===== src/rtl/core/ugob_pkg.sv =====
`timescale 1ns / 1ps
package ugob_pkg;

  localparam int GRID_X       = 64;
  localparam int GRID_Z       = 64;
  localparam int POOL_ENTRIES = 4096;
  localparam int OBJECTS      = 64;

  localparam int CELLS  = GRID_X * GRID_Z;
  localparam int CELL_W = (CELLS > 1) ? $clog2(CELLS) : 1;
  localparam int POOL_W = $clog2(POOL_ENTRIES);
  localparam int GMAX   = (GRID_X > GRID_Z) ? GRID_X : GRID_Z;
  localparam int AX_W   = (GMAX > 1) ? $clog2(GMAX) : 1;
  localparam int N_W    = $clog2(GMAX + 1);
  localparam int OBJ_W  = 6;
  localparam int MARK_W = 16;
  localparam int CNT_W  = $clog2(OBJECTS + 1);

  localparam logic [MARK_W-1:0] STAMP_WRAP = 16'd64000;

  typedef enum logic [1:0] {
    KIND_CLEAR  = 2'd0,
    KIND_INSERT = 2'd1,
    KIND_START  = 2'd2,
    KIND_CONT   = 2'd3
  } kind_e;

  typedef enum logic [2:0] {
    REG_ORIGIN_X = 3'd0,
    REG_ORIGIN_Z = 3'd1,
    REG_INV_CELL = 3'd2,
    REG_CELLS_X  = 3'd3,
    REG_CELLS_Z  = 3'd4
  } reg_e;

  typedef struct packed {
    logic [1:0]         kind;
    logic [OBJ_W-1:0]   object_index;
    logic signed [23:0] center_x;
    logic signed [23:0] center_z;
    logic [22:0]        radius;
  } in_item_t;

  typedef struct packed {
    logic [OBJ_W-1:0] object_index_res;
    logic             found;
    logic [11:0]      cells_written;
    logic             overflow;
    logic             last;
  } out_item_t;

  typedef struct packed {
    logic signed [23:0] origin_x;
    logic signed [23:0] origin_z;
    logic [23:0]        inv_cell_width;
    logic [6:0]         cells_x;
    logic [6:0]         cells_z;
  } cfg_t;

  // classified command: cell rectangle already resolved
  typedef struct packed {
    logic [1:0]       kind;
    logic [OBJ_W-1:0] obj;
    logic [AX_W-1:0]  x0;
    logic [AX_W-1:0]  x1;
    logic [AX_W-1:0]  z0;
    logic [AX_W-1:0]  z1;
    logic [N_W-1:0]   nx;
  } cmd_t;

  function automatic logic [N_W-1:0] used_cells(logic [6:0] r, int bound);
    logic [N_W-1:0] res;
    if (r == 7'd0) begin
      res = N_W'(1);
    end else if (int'(r) > bound) begin
      res = N_W'(bound);
    end else begin
      res = N_W'(r);
    end
    return res;
  endfunction

endpackage


===== src/rtl/core/ugob_cmd_queue.sv =====
`timescale 1ns / 1ps
module ugob_cmd_queue (
  input  logic           clk_i,
  input  logic           rst_ni,
  input  logic           push_valid_i,
  output logic           push_ready_o,
  input  ugob_pkg::cmd_t push_data_i,
  output logic           pop_valid_o,
  input  logic           pop_ready_i,
  output ugob_pkg::cmd_t pop_data_o
);

  ugob_pkg::cmd_t slot_q [2];
  logic           wr_q, rd_q;
  logic [1:0]     cnt_q;
  logic           push, pop;

  assign push_ready_o = (cnt_q != 2'd2);
  assign pop_valid_o  = (cnt_q != 2'd0);
  assign pop_data_o   = slot_q[rd_q];
  assign push         = push_valid_i & push_ready_o;
  assign pop          = pop_valid_o & pop_ready_i;

  always_ff @(posedge clk_i or negedge rst_ni) begin
    if (!rst_ni) begin
      wr_q  <= 1'b0;
      rd_q  <= 1'b0;
      cnt_q <= 2'd0;
    end else begin
      if (push) wr_q <= ~wr_q;
      if (pop)  rd_q <= ~rd_q;
      if (push && !pop) begin
        cnt_q <= cnt_q + 2'd1;
      end else if (pop && !push) begin
        cnt_q <= cnt_q - 2'd1;
      end
    end
  end

  always_ff @(posedge clk_i) begin
    if (push) begin
      slot_q[wr_q] <= push_data_i;
    end
  end

endmodule


===== config.mk =====
export PLATFORM = sky130hd
export DESIGN_NAME = ugob_cmd_queue
export DESIGN_NICKNAME = d
export VERILOG_FILES = /design/src/rtl/core/ugob_pkg.sv /design/src/rtl/core/ugob_cmd_queue.sv
export SDC_FILE = /design/constraint.sdc
export NUM_CORES = 1
export LEC_CHECK = 0
export BUFFER_PORTS_ARGS = -buffer_cell sky130_fd_sc_hd__buf_4
export CAP_MARGIN = 10
export CORE_ASPECT_RATIO = 0.5
export CORE_MARGIN = 4
export CORE_UTILIZATION = 46
export DETAILED_ROUTE_END_ITERATION = 7
export HOLD_SLACK_MARGIN = 0.05
export PLACE_DENSITY_LB_ADDON = 0.2
export SYNTH_ARGS = -nofsm -noshare
export SYNTH_HDL_FRONTEND = slang
export SYNTH_SLANG_ARGS = --single-unit

===== constraint.sdc =====
create_clock -name clk_i -period 2.5 [get_ports clk_i]
set_input_delay 0.5 -clock clk_i [delete_from_list [all_inputs] [get_ports clk_i]]
set_output_delay 0.5 -clock clk_i [all_outputs]
set_load 0.01 [all_outputs]

======== Word-level counts from Yosys, hierarchy flattened ========
Memory sizes are Yosys's and may differ from the RTL's.
Index checks and enable logic that the tools add are counted.
word-level totals
  register bits after elaboration ......... 4
  bits in latches ......................... 0
  memory bits (writable) .................. 78
  ROM bits ................................ 0
  bits of input ports ..................... 43
  output and inout bits ................... 41
  logic and storage cells ................. 21
  memories ................................ 1
cells by class
  add/subtract/negate cells ............... 2
  multipliers ............................. 0
  div/mod/pow operators ................... 0
  $lt $le $gt $ge ......................... 0
  equality and inequality tests ........... 1
  shift-type cells ........................ 0
  muxes and demuxes ....................... 4
  bitwise logic cells ..................... 4
  reduce and logical (&&, ||, !) cells .... 6
memory list
  name    depth  bits a word  rd ports  clocked after memory_dff  write ports  line                  RTL
  slot_q  2      39           1         0                         1            ugob_cmd_queue.sv:13  ugob_pkg::cmd_t slot_q [2];
operator list
  cell                                              number
  2-to-1 mux 2 bit                                  2
  nonzero test 2 bit                                2
  adder 2 x 1 -> 2 bit, second input constant       1
  bitwise AND 1 bit                                 2
  logical AND 1 bit                                 2
  zero test 1 bit                                   2
  2-to-1 mux 1 bit                                  2
  != test 2 bit, second input constant              1
  NOT 1 bit                                         2
  subtractor 2 x 1 -> 2 bit, second input constant  1

======== Depth between registers and ports, before layout ========
  depth in word-level cells ............... 6
  depth in mapped cells ................... 7
  depth with buffers taken out ............ 7

======== Worst setup path before layout ========
Ideal clock, no wire load.
  kind .................................... reg2reg
  start point ............................. register cnt_q[0]
  end point ............................... memory slot_q[0][0] in the netlist's numbering (enable)
  library setup time ...................... 0.435 ns
  arrival ................................. 2.296 ns
  data required time ...................... 2.065 ns
  slack ................................... -0.231 ns
  stages on the path, launching flop included .. 4
  path buffers ............................ 0
  clock period less this slack ............ 2.731 ns
  cells stage by stage .................... dfrtp_1 > nand2b_4 > nand2_1 > nor2_1
between the ends
  longest elaborated chain between the ends .. 4
ends and longest elaborated chain
  what                                    line                  RTL
  start: declaration                      ugob_cmd_queue.sv:15  logic [1:0] cnt_q;
  start signal: assignment                ugob_cmd_queue.sv:33  cnt_q <= cnt_q + 2'd1;
  start signal: assignment                ugob_cmd_queue.sv:35  cnt_q <= cnt_q - 2'd1;
  != test 2 bit                           ugob_cmd_queue.sv:18  assign push_ready_o = (cnt_q != 2'd2);
  via push_ready_o                        ugob_cmd_queue.sv:6   output logic push_ready_o,
  bitwise AND 1 bit                       ugob_cmd_queue.sv:21  assign push = push_valid_i & push_ready_o;
  2-to-1 mux 1 bit                        ugob_cmd_queue.sv:41  if (push) begin
  2-to-1 mux 1 bit (implied by the code)  ugob_cmd_queue.sv:42  slot_q[wr_q] <= push_data_i;
  end: declaration                        ugob_cmd_queue.sv:13
The timed path passes the listed nets, and every way through them passes these cells.

==> impl_metrics.py <==
metrics = {
    "detailed_routing": {
        "drtAntennaViolNets": 0,
        "wl_per_cell_um": 15.9,
        "dr.pass1.iters": 4,
        "drt_wl_total_um": 5210,
        "drtIter0Drc": 103,
        "vias_per_cell": 4.74,
        "drcViolationCount": 0,
        "via_count": 1556,
    },
    "critical_path": {
        "worst-r2r-cell-count": 3,
        "start_kind": "flip-flop",
        "cp.required_ps": 2000,
        "endpoint_kind": "primary output",
        "crit_path_top_delay_cell": "mux2_2",
        "crit_cells": 3,
        "critPathBufInv": 2,
        "path_max_fanout": 22,
        "cp_slowest_stage_delay_ps": 390,
        "worst_ep_arrival_time_ps": 1510,
        "path_cells": "buf_4 -> mux2_2 -> buf_4",
        "crit_type": "flip-flop to primary output",
        "crit_top_cell": "buf_4",
        "path_delay_family": "buffers and inverters",
    },
    "logic_synthesis": {
        "yosysMostFrequentCell": "edfxtp_1",
        "synth_area_leader_cell": "edfxtp_1",
        "yosysTopAreaCellShare": 0.772,
        "synth-seq-cells": 82,
        "netlist_area_um2": 3030,
        "postSynth.asyncResetShare": 0.0488,
        "ys.warnings.count": 0,
        "synth.avg_cell_area_um2": 21.8,
        "synth_cell_types": 14,
        "synth_common_cells": "78 x edfxtp_1, 39 x mux2_2, 4 x buf_6, 4 x dfrtp_1, 3 x xnor2_1",
        "synth_edf_count": 78,
        "syn_nets": 183,
        "postSynthCellCount": 139,
        "synth_area_leaders": "edfxtp_1 77%, mux2_2 14%, dfrtp_1 3.3%",
        "ys.flop_type": "edfxtp_1",
        "yosysSeqAreaShare": 0.805,
    },
    "floorplanning": {
        "rows": 20,
        "initial_core_util": 0.487,
        "die_w_um": 123,
        "die-area_um2": 8030,
        "core_um2": 6230,
        "die_height_um": 65.4,
        "ios": 84,
    },
    "clocking": {
        "cts.clk_slew.worst_paths_ps": 60,
        "cts_tree": "yes",
        "cts_sinks": 82,
        "ctsHtreeMaxLevel": 3,
        "cts_resized": 0,
        "clk_latency_ps": 330,
        "cts_buffers": 9,
        "clockBufferDepth": 2,
        "root_buffer": "clkbuf_16",
    },
    "layout": {
        "regArea_um2": 2440,
        "drive_above_1_share": 0.613,
        "area_growth_pct": 34.4,
        "diodes": 0,
        "nets": 279,
        "num-fill-cells": 452,
        "multi_input_area_um2": 551,
    },
    "timing": {
        "period_share": 0.806,
        "rsz0062_at_grt": "no",
        "setup_viol": 0,
        "tns_ps": 0,
        "fin_skew_ps": 1.81,
        "fin_ws_ps": 486,
        "maxSlewViolCount": 0,
        "relSlewSlack": 0.673,
        "hold_viol": 0,
        "fin_crit_ps": 2010,
        "fmax_mhz": 496,
        "worst_slew_pin_slew_ps": 491,
    },
    "hold_path": {
        "hold_depth": 1,
        "hold_class": "primary input to flip-flop",
    },
    "placed_design": {
        "numPortBuffers": 83,
        "dp_slack_ps": 823,
        "hpwlAfterDp_um": 3530,
        "gp_congestion": 0.675,
    },
    "pwr": {
        "power.static_leakage_uw": 0.00155,
        "p_per_area_nw_per_um2": 1170,
        "vdd_drop_max_uv": 688,
    },
    "global_routing": {
        "grt_max_degree": 23,
        "antenna_found_initial": 0,
        "grt_pass1_vias": 1725,
        "grt_pass1_wl_um": 8170,
        "overflow": 0,
        "grt.total_usage": 0.145,
    },
    "status": {
        "status": "completed",
    },
    "flow_run": {
        "cap_violations": 0,
    },
}
==> metrics by stage <==
| stage | util | hold WS [ps] | cell area [µm²] | instances | power [µW] |
|---|---|---|---|---|---|
| 3_5_place_dp | 0.607 | 302 | 3780 | 311 | 3590 |
| 2_1_floorplan | - | 204 | 3040 | 139 | 2910 |
| 3_3_place_gp | 0.607 | 301 | 3780 | 311 | 3550 |
| 5_1_grt | 0.654 | 331 | 4080 | 328 | 5030 |
| 6_report | 0.654 | 351 | 4080 | 328 | 4760 |
| 4_1_cts | 0.654 | 334 | 4080 | 328 | 4850 |
==> flip-flops by register name (all words and copies together), names as in the netlist <==
signal	flops
rd_q	1
slot_q	78
wr_q	1
cnt_q	2
==> placed cells by master (no fill, tap or decap) <==
| cell type | count |
|---|---|
| and3_2 | 1 |
| buf_12 | 1 |
| buf_4 | 87 |
| bufinv_16 | 1 |
| clkbuf_16 | 9 |
| clkinv_1 | 2 |
| clkinv_2 | 3 |
| clkinvlp_4 | 1 |
| dfrtp_1 | 3 |
| dfrtp_2 | 1 |
| dlygate4sd3_1 | 1 |
| edfxtp_1 | 78 |
| ha_1 | 1 |
| inv_1 | 1 |
| mux2_2 | 39 |
| nand2_1 | 1 |
| nand2_2 | 1 |
| nand2b_4 | 1 |
| nor2_1 | 1 |
| nor2_4 | 1 |
| or2_4 | 1 |
| xnor2_1 | 3 |
| xor2_1 | 2 |
==> logic make-up (layout without fill, tap and decap cells) <==
kind of cell	after synthesis	count (layout)	share of synthesized area
XOR/XNOR	5	5	0.0144
AND/OR/NAND/NOR	7	7	0.0153
flip-flops	82	82	0.805
multiplexers	39	39	0.145
buffers and inverters	5	106	0.0161
adder cells (fa/ha/maj)	1	1	0.00412
==> cell type report <==
class                   count  area share
multi-input cells          52       0.135
inverters                   1    0.000921
clock inverters             7      0.0147
flip-flops and latches     82       0.599
clock buffers               9      0.0552
well taps                  88      0.0270
repair buffers             89       0.168
==> worst register-to-register path, stage by stage, from the launching register on <==
cell	delay (ps)
dfrtp_1	420
nand2b_4	160
and3_2	510
buf_12	250
==> per-layer routing <==
layer / GRT usage / up-vias / part of all wire
met5: 0 / - / 0
met4: 0.0586 / 0 / 0.014
met3: 0.0705 / 7 / 0.062
met2: 0.250 / 44 / 0.53
met1: 0.152 / 773 / 0.40
li1: - / 732 / -
==> where the power goes <==
| group | switching (µW) | total [µW] | internal [µW] |
|---|---|---|---|
| Clock | 478 | 1240 | 759 |
| Combinational | 723 | 1540 | 820 |
| Sequential | 94.4 | 1980 | 1880 |
==> worst paths after layout <==
kind / from / end / slack [ps]
min: push_data_i[2] / slot_q[0][2] / 350
min reg2reg: cnt_q[0] / cnt_q[0] / 550
max reg2reg: cnt_q[0] / slot_q[1][35] / 850
max: rd_q / pop_data_o[14] / 490
max in group asynchronous: rst_ni / rd_q / 1890
min in group asynchronous: rst_ni / cnt_q[1] / 500
==> what timing repair did <==
item | in CTS | in global routing
hold endpoints to repair | 4 | 0
setup buffers | 0 | 0
hold buffers | 1 | 0
(Power assumes the default switching activity.)
