**src/rtl/core/ugob_pkg.sv**
```systemverilog
`timescale 1ns / 1ps
package ugob_pkg;

  localparam int GRID_X       = 64;
  localparam int GRID_Z       = 64;
  localparam int POOL_ENTRIES = 4096;
  localparam int OBJECTS      = 64;

  localparam int CELLS  = GRID_X * GRID_Z;
  localparam int CELL_W = (CELLS > 1) ? $clog2(CELLS) : 1;
  localparam int POOL_W = $clog2(POOL_ENTRIES);
  localparam int GMAX   = (GRID_X > GRID_Z) ? GRID_X : GRID_Z;
  localparam int AX_W   = (GMAX > 1) ? $clog2(GMAX) : 1;
  localparam int N_W    = $clog2(GMAX + 1);
  localparam int OBJ_W  = 6;
  localparam int MARK_W = 16;
  localparam int CNT_W  = $clog2(OBJECTS + 1);

  localparam logic [MARK_W-1:0] STAMP_WRAP = 16'd64000;

  typedef enum logic [1:0] {
    KIND_CLEAR  = 2'd0,
    KIND_INSERT = 2'd1,
    KIND_START  = 2'd2,
    KIND_CONT   = 2'd3
  } kind_e;

  typedef enum logic [2:0] {
    REG_ORIGIN_X = 3'd0,
    REG_ORIGIN_Z = 3'd1,
    REG_INV_CELL = 3'd2,
    REG_CELLS_X  = 3'd3,
    REG_CELLS_Z  = 3'd4
  } reg_e;

  typedef struct packed {
    logic [1:0]         kind;
    logic [OBJ_W-1:0]   object_index;
    logic signed [23:0] center_x;
    logic signed [23:0] center_z;
    logic [22:0]        radius;
  } in_item_t;

  typedef struct packed {
    logic [OBJ_W-1:0] object_index_res;
    logic             found;
    logic [11:0]      cells_written;
    logic             overflow;
    logic             last;
  } out_item_t;

  typedef struct packed {
    logic signed [23:0] origin_x;
    logic signed [23:0] origin_z;
    logic [23:0]        inv_cell_width;
    logic [6:0]         cells_x;
    logic [6:0]         cells_z;
  } cfg_t;

  // classified command: cell rectangle already resolved
  typedef struct packed {
    logic [1:0]       kind;
    logic [OBJ_W-1:0] obj;
    logic [AX_W-1:0]  x0;
    logic [AX_W-1:0]  x1;
    logic [AX_W-1:0]  z0;
    logic [AX_W-1:0]  z1;
    logic [N_W-1:0]   nx;
  } cmd_t;

  function automatic logic [N_W-1:0] used_cells(logic [6:0] r, int bound);
    logic [N_W-1:0] res;
    if (r == 7'd0) begin
      res = N_W'(1);
    end else if (int'(r) > bound) begin
      res = N_W'(bound);
    end else begin
      res = N_W'(r);
    end
    return res;
  endfunction

endpackage

```
**src/rtl/core/ugob_front.sv**
```systemverilog
`timescale 1ns / 1ps
module ugob_front (
  input  logic               clk_i,
  input  logic               rst_ni,
  input  logic               in_valid_i,
  output logic               in_ready_o,
  input  ugob_pkg::in_item_t in_item_i,
  input  ugob_pkg::cfg_t     cfg_i,
  output logic               cmd_valid_o,
  input  logic               cmd_ready_i,
  output ugob_pkg::cmd_t     cmd_o
);

  typedef enum logic [3:0] {
    F_IDLE = 4'b0001,
    F_MUL  = 4'b0010,
    F_SAT  = 4'b0100,
    F_PUSH = 4'b1000
  } fstate_e;

  fstate_e            state_q, state_d;
  ugob_pkg::in_item_t item_q, item_d;
  ugob_pkg::cmd_t     cmd_q, cmd_d;
  logic [1:0]         idx_q, idx_d;
  logic [24:0]        prod_q, prod_d;
  logic               nonpos_q, nonpos_d;

  logic signed [25:0] c_s, r_s, op_s, o_s, d_s;
  logic [48:0]        prod;
  logic [24:0]        p;
  logic [ugob_pkg::N_W-1:0]  n_used;
  logic [ugob_pkg::AX_W-1:0] cell_idx;

  // endpoints: 0 x-r, 1 x+r, 2 z-r, 3 z+r (r = 0 for queries)
  always_comb begin
    c_s  = idx_q[1] ? {{2{item_q.center_z[23]}}, item_q.center_z}
                    : {{2{item_q.center_x[23]}}, item_q.center_x};
    r_s  = (item_q.kind == ugob_pkg::KIND_INSERT) ? {3'b000, item_q.radius} : 26'sd0;
    op_s = idx_q[0] ? (c_s + r_s) : (c_s - r_s);
    o_s  = idx_q[1] ? {{2{cfg_i.origin_z[23]}}, cfg_i.origin_z}
                    : {{2{cfg_i.origin_x[23]}}, cfg_i.origin_x};
    d_s  = op_s - o_s;
    prod = 49'(d_s[24:0]) * 49'(cfg_i.inv_cell_width);
    n_used = idx_q[1] ? ugob_pkg::used_cells(cfg_i.cells_z, ugob_pkg::GRID_Z)
                      : ugob_pkg::used_cells(cfg_i.cells_x, ugob_pkg::GRID_X);
    p = nonpos_q ? 25'd0 : prod_q;
    if (p >= 25'(n_used)) begin
      cell_idx = ugob_pkg::AX_W'(n_used - ugob_pkg::N_W'(1));
    end else begin
      cell_idx = ugob_pkg::AX_W'(p);
    end
  end

  always_comb begin
    state_d  = state_q;
    item_d   = item_q;
    cmd_d    = cmd_q;
    idx_d    = idx_q;
    prod_d   = prod_q;
    nonpos_d = nonpos_q;
    unique case (state_q)
      F_IDLE: begin
        if (in_valid_i) begin
          item_d  = in_item_i;
          idx_d   = 2'd0;
          state_d = F_MUL;
        end
      end
      F_MUL: begin
        prod_d   = prod[48:24];
        nonpos_d = d_s[25] | (d_s == 26'sd0);
        state_d  = F_SAT;
      end
      F_SAT: begin
        case (idx_q)
          2'd0:    cmd_d.x0 = cell_idx;
          2'd1:    cmd_d.x1 = cell_idx;
          2'd2:    cmd_d.z0 = cell_idx;
          default: cmd_d.z1 = cell_idx;
        endcase
        if (idx_q == 2'd3) begin
          cmd_d.kind = item_q.kind;
          cmd_d.obj  = item_q.object_index;
          cmd_d.nx   = ugob_pkg::used_cells(cfg_i.cells_x, ugob_pkg::GRID_X);
          state_d    = F_PUSH;
        end else begin
          idx_d   = idx_q + 2'd1;
          state_d = F_MUL;
        end
      end
      F_PUSH: begin
        if (cmd_ready_i) begin
          state_d = F_IDLE;
        end
      end
      default: state_d = F_IDLE;
    endcase
  end

  always_ff @(posedge clk_i or negedge rst_ni) begin
    if (!rst_ni) begin
      state_q <= F_IDLE;
    end else begin
      state_q <= state_d;
    end
  end

  always_ff @(posedge clk_i) begin
    item_q   <= item_d;
    cmd_q    <= cmd_d;
    idx_q    <= idx_d;
    prod_q   <= prod_d;
    nonpos_q <= nonpos_d;
  end

  assign in_ready_o  = (state_q == F_IDLE);
  assign cmd_valid_o = (state_q == F_PUSH);
  assign cmd_o       = cmd_q;

endmodule

```
**config.mk**
```make
export PLATFORM = sky130hd
export DESIGN_NAME = ugob_front
export DESIGN_NICKNAME = d
export VERILOG_FILES = /design/src/rtl/core/ugob_pkg.sv /design/src/rtl/core/ugob_front.sv
export SDC_FILE = /design/constraint.sdc
export NUM_CORES = 2
export LEC_CHECK = 0
export BUFFER_PORTS_ARGS = -buffer_cell sky130_fd_sc_hd__buf_2
export CAP_MARGIN = 25
export CORE_MARGIN = 4
export CORE_UTILIZATION = 60
export CTS_CLUSTER_DIAMETER = 80
export DETAILED_ROUTE_END_ITERATION = 8
export MAX_ROUTING_LAYER = met4
export PLACE_DENSITY_LB_ADDON = 0.25
export SLEW_MARGIN = 20
export SYNTH_ARGS = -nofsm -noshare
export SYNTH_HDL_FRONTEND = slang
export SYNTH_SLANG_ARGS = --single-unit
export TNS_END_PERCENT = 5
```
**constraint.sdc**
```tcl
create_clock -name clk_i -period 31.8 [get_ports clk_i]
set_input_delay 7.95 -clock clk_i [delete_from_list [all_inputs] [get_ports clk_i]]
set_output_delay 7.95 -clock clk_i [all_outputs]
set_load 0.02 [all_outputs]
```
Word level (Yosys, flattened, before mapping)
Cells that the tools add are included.
Operators by class
  add/sub/neg operators: 5
  multiply operators: 1
  magnitude comparators: 3
  eq/ne operators: 11
  multiplexer cells: 18
  bitwise gates (word level): 2
  reduce and logical (&&, ||, !) cells: 14
Operator list (number)
  26-bit two-way mux: 3
  25-bit by 24-bit multiplier with 49-bit output: 1
  7-bit two-way mux: 5
  26-bit by 24-bit adder with 26-bit output: 1
  26-bit logical NOT: 1
  26-bit by 24-bit subtractor with 26-bit output: 1
  26-bit subtractor: 1
  25-bit by 7-bit >= comparator with 1-bit output: 1
  25-bit two-way mux: 1
  23-bit two-way mux: 1
  4-bit case mux with 4 select lines: 1
  7-bit greater-than comparator (second input constant): 2
  7-bit logical NOT: 2
  2-bit AND reduction: 7
  4-bit two-way mux: 3
  6-bit two-way mux: 1
  6-bit by 1-bit subtractor with 6-bit output (second input constant): 1
  2-bit by 1-bit equality test with 1-bit output (second input constant): 2
  2-bit equality test (second input constant): 2
  4-bit by 1-bit equality test with 1-bit output (second input constant): 1
  4-bit by 2-bit equality test with 1-bit output (second input constant): 1
  4-bit by 3-bit equality test with 1-bit output (second input constant): 1
  4-bit equality test (second input constant): 1
  2-bit two-way mux: 2
  10 further kinds: 11
Storage, ports and cells
  register bits after elaboration: 150
  bits of input ports: 169

Longest topological paths before layout
  word-level depth: 7
  gate-level depth with buffers: 52
  mapped depth without buffers: 49

Worst setup path after synthesis
OpenSTA, ideal clock, no wires.
  path kind: input-to-reg
  from: in cfg_i[38] (netlist name)
  to: reg prod_q[22] (data pin)
  library setup time: 266 ps
  data arrival time: 16301 ps
  setup slack: 15233 ps
  stages on the path: 33
  buffers on the path: 1
  cells stage by stage: mux2_2 ha_1 inv_1 fa_1 a211oi_1 o21ai_1 a41oi_1 o311ai_1 a21o_1 a21oi_1 xnor2_1 clkbuf_1 nand2_1 fa_1 fa_1 fa_1 fa_1 fa_1 inv_1 fa_1 inv_1 fa_1 inv_1 ha_1 o211ai_1 nor2_1 a221o_1 a311o_1 o21ai_1 o211a_1 o21ai_1 o41ai_1 xnor2_1
Between the ends
  word-level cells in the longest chain between the ends: 3
Ends and longest elaborated chain
  start: declaration: RTL line ugob_front.sv:8  | input ugob_pkg::cfg_t cfg_i,
  26-bit two-way mux: RTL line ugob_front.sv:40  | o_s = idx_q[1] ? {{2{cfg_i.origin_z[23]}}, cfg_i.origin_z}
  26-bit subtractor: RTL line ugob_front.sv:42  | d_s = op_s - o_s;
  25-bit by 24-bit multiplier with 49-bit output: RTL line ugob_front.sv:43  | prod = 49'(d_s[24:0]) * 49'(cfg_i.inv_cell_width);
  net prod[46]: RTL line ugob_front.sv:29  | logic [48:0] prod;
  end signal: assignment: RTL line ugob_front.sv:112  | prod_q <= prod_d;
  end: declaration: RTL line ugob_front.sv:25  | logic [24:0] prod_q, prod_d;
The timed path passes the listed nets, and every way through them passes these cells.
A chain may end at the register's enable or synchronous reset.

Worst setup path in the final report
  from: in cfg_i[38] (netlist name)
  to: reg prod_q[18] (data pin)
Same word-level chain as after synthesis.

==> impl_metrics.yaml <==
global_route:
  overflow: 0
  grt_max_degree: 82
  grt_pass1_vias: 22900
  grt_pass1_wl_um: 115000
  grt_antenna_before_repair: 4
  grtUsageTotal_pct: 29.9
critical_path:
  slowest_delay_ps: 660
  cp_common_cell: "fa_1"
  critical_path_class: "input pin to register"
  critical_path_arrival_ps: 17840
  slowest_stage: "a41oi_1"
  cp_max_fo: 25
  crit_required_ps: 32060
  critPathLaunchType: "input pin"
  end_kind: "register"
finish:
  final_cell_mix: "586 x inv_1, 505 x fa_1, 371 x nand2_1"
  nNetsFinal: 3913
  syn_to_final_growth_pct: 8.77
  final_common_cell: "inv_1"
  drive_gt1_share_pct: 11.2
placement:
  gp_congestion: 0.919
  dpl.hpwl_um: 53700
  portBuffers: 209
synthesis:
  synth-seq-area-share_pct: 16.3
  syn_area_per_cell_um2: 9.62
  yosysUniqueCellTypes: 70
  async_flop_share_pct: 2.67
  yosys_warnings: 0
  synth_edf_count: 146
  syn-num-nets: 3775
  yosys_register_bits: 150
  postSynthCellCount: 2867
  synthesis.area_um2: 27600
  ys.flop_type: "edfxtp_1"
floorplan:
  start_util_pct: 60.8
  io_pins: 210
  rows: 78
  coreArea_um2: 45400
  chipHeight_um: 222
  die_width_um: 222
  dieArea_um2: 49500
sta:
  worstMarginPinSlew_ps: 1160
  setup_viol_count_final: 0
  skew_ps: 12.5
  slew-limit-headroom_pct: 22.0
  min_period_ps: 17580
  drv_slew: 0
  finalSetupTns_ps: 0
  hold_viol: 0
  rsz0062_at_grt: "no"
  period_share_pct: 55.3
  fmax_ghz: 0.0569
drt:
  detail_route.wl_per_cell_um: 19.3
  wl_met3_um: 4750
  vias: 20700
  top_layer: "met4"
  drt_iter0_drc: 1168
  final_antenna_net_count: 0
  dr.pass1.iters: 5
  met1_length_um: 25200
  wl_um: 69800
  met2_length_um: 36500
  route.detailed.drc: 0
  avgViaCountPerCell: 5.71
flow_run:
  drv_cap: 0
cts:
  cts-resized-gates: 0
  clock_sinks: 150
  clk_pin_slew_ps: 70
  numCtsBuffers: 17
  clk_latency_ps: 450
  cts_max_level: 4
  cts_buffer_depth: 2
  cts-root-buf: "clkbuf_16"
  postCtsSetupBuffers: 0
  hold_buffers: 0
  cts_tree: "built"
outcome:
  status: "finished, final reports clean"
worst_hold_path:
  hold_class: "register to register"
## layer usage
| layer | global-route usage, % | up-vias |
|---|---|---|
| met5 | - | - |
| li1 | - | 9173 |
| met3 | 4.40 | 231 |
| met1 | 34.6 | 10500 |
| met2 | 51.8 | 809 |
| met4 | 13.6 | 0 |
## critical path, delay by kind of cell
kind | cells | cell delay, ps
compound gates | 13 | 4050
xor+xnor | 1 | 140
fa+ha+maj | 10 | 4580
buf+inv | 6 | 620
mux | 1 | 160
simple gates | 3 | 310
## registers in the layout, indices dropped and copies added (netlist names)
register and cells:
cmd_o 39, idx_q 2, item_q 79, nonpos_q 1
prod_q 25, state_q 4
## Yosys cell counts (4+ instances only)
cell type  instances  share of area, %
fa_1             505                37
inv_1            586               8.0
nor4_1            11              0.25
o21a_1            10              0.27
edfxtp_1         146                16
a21o_1            27              0.73
nand2_1          371               5.0
xnor2_1           66               2.1
mux2i_1           25              0.91
or4_1              4              0.11
buf_1              5             0.068
clkbuf_1         112               1.5
nand3_1           14              0.25
o21ai_1            6              0.11
or3_1             12              0.27
nor4b_1            5              0.16
xor2_1            18              0.57
o31ai_1            9              0.24
a21oi_1           89               1.6
and2_1           264               6.0
o211a_1            4              0.15
a31o_2             4              0.13
nand2b_1          15              0.34
mux2_2            30               1.2
o21ai_0           44              0.80
nor2b_1           34              0.77
a221oi_1           6              0.19
a31oi_1            6              0.14
ha_1             234                11
a211oi_1          10              0.27
o2bb2ai_1          4              0.13
o211ai_1           4              0.11
o21bai_1          12              0.33
nand4_1           10              0.23
and3_1            13              0.29
nor2_1            67              0.91
nor3_1            29              0.53
a211o_1            4              0.13
## through the flow
step	hold WS [ps]	cell area (um2)	worst slack [ps]	utilization, %	instances
finish	422	30000	14220	66.1	3621
CTS	425	29900	14260	66.0	3616
floorplan	400	27600	15230	-	2867
detailed placement	406	29400	13850	64.7	3584
global placement	402	29400	14080	64.7	3584
global route	438	30000	13690	66.1	3621
## cell type report
cell class | count | area, um2
Multi-Input combinational cell | 2012 | 20700
Sequential cell | 150 | 4490
Inverter | 587 | 2200
Timing Repair Buffer | 237 | 1280
Antenna cell | 3 | 7.51
Fill cell | 3668 | 15400
Clock buffer | 18 | 429
Clock inverter | 14 | 153
Tap cell | 600 | 751
## cells by family (layout without fill, tap and decap cells)
| logic type | Yosys count | count (layout) | synth area share [%] |
|---|---|---|---|
| AO/OA/AOI/OAI | 272 | 272 | 6.48 |
| XOR/XNOR | 85 | 85 | 2.75 |
| adder cells (fa/ha/maj) | 739 | 739 | 47.3 |
| buffers and inverters | 705 | 856 | 9.60 |
| flip-flops | 150 | 150 | 16.3 |
| multiplexers | 55 | 55 | 2.13 |
| other | 0 | 3 | 0 |
| AND/OR/NAND/NOR | 861 | 861 | 15.5 |
## path summary, 6_finish.rpt
kind	cells after the start	slack, ps	start	to
worst max-delay path	34	14220	cfg_i[38]	prod_q[18]$_DFFE_PN_
worst min-delay path	0	420	item_q[74]$_DFFE_PP_	cmd_o[34]$_DFFE_PP_
worst max register to register	42	18520	idx_q[1]$_SDFFCE_PN0P_	prod_q[18]$_DFFE_PN_
worst min register to register	0	420	item_q[74]$_DFFE_PP_	cmd_o[34]$_DFFE_PP_
max in group asynchronous	1	24290	rst_ni	state_q[0]$_DFFE_PN1P_
min in group asynchronous	1	7310	rst_ni	state_q[3]$_DFFE_PN0P_
Power is not shown: default switching activity piles up to over one toggle a cycle in this logic, so the estimate is an artifact.
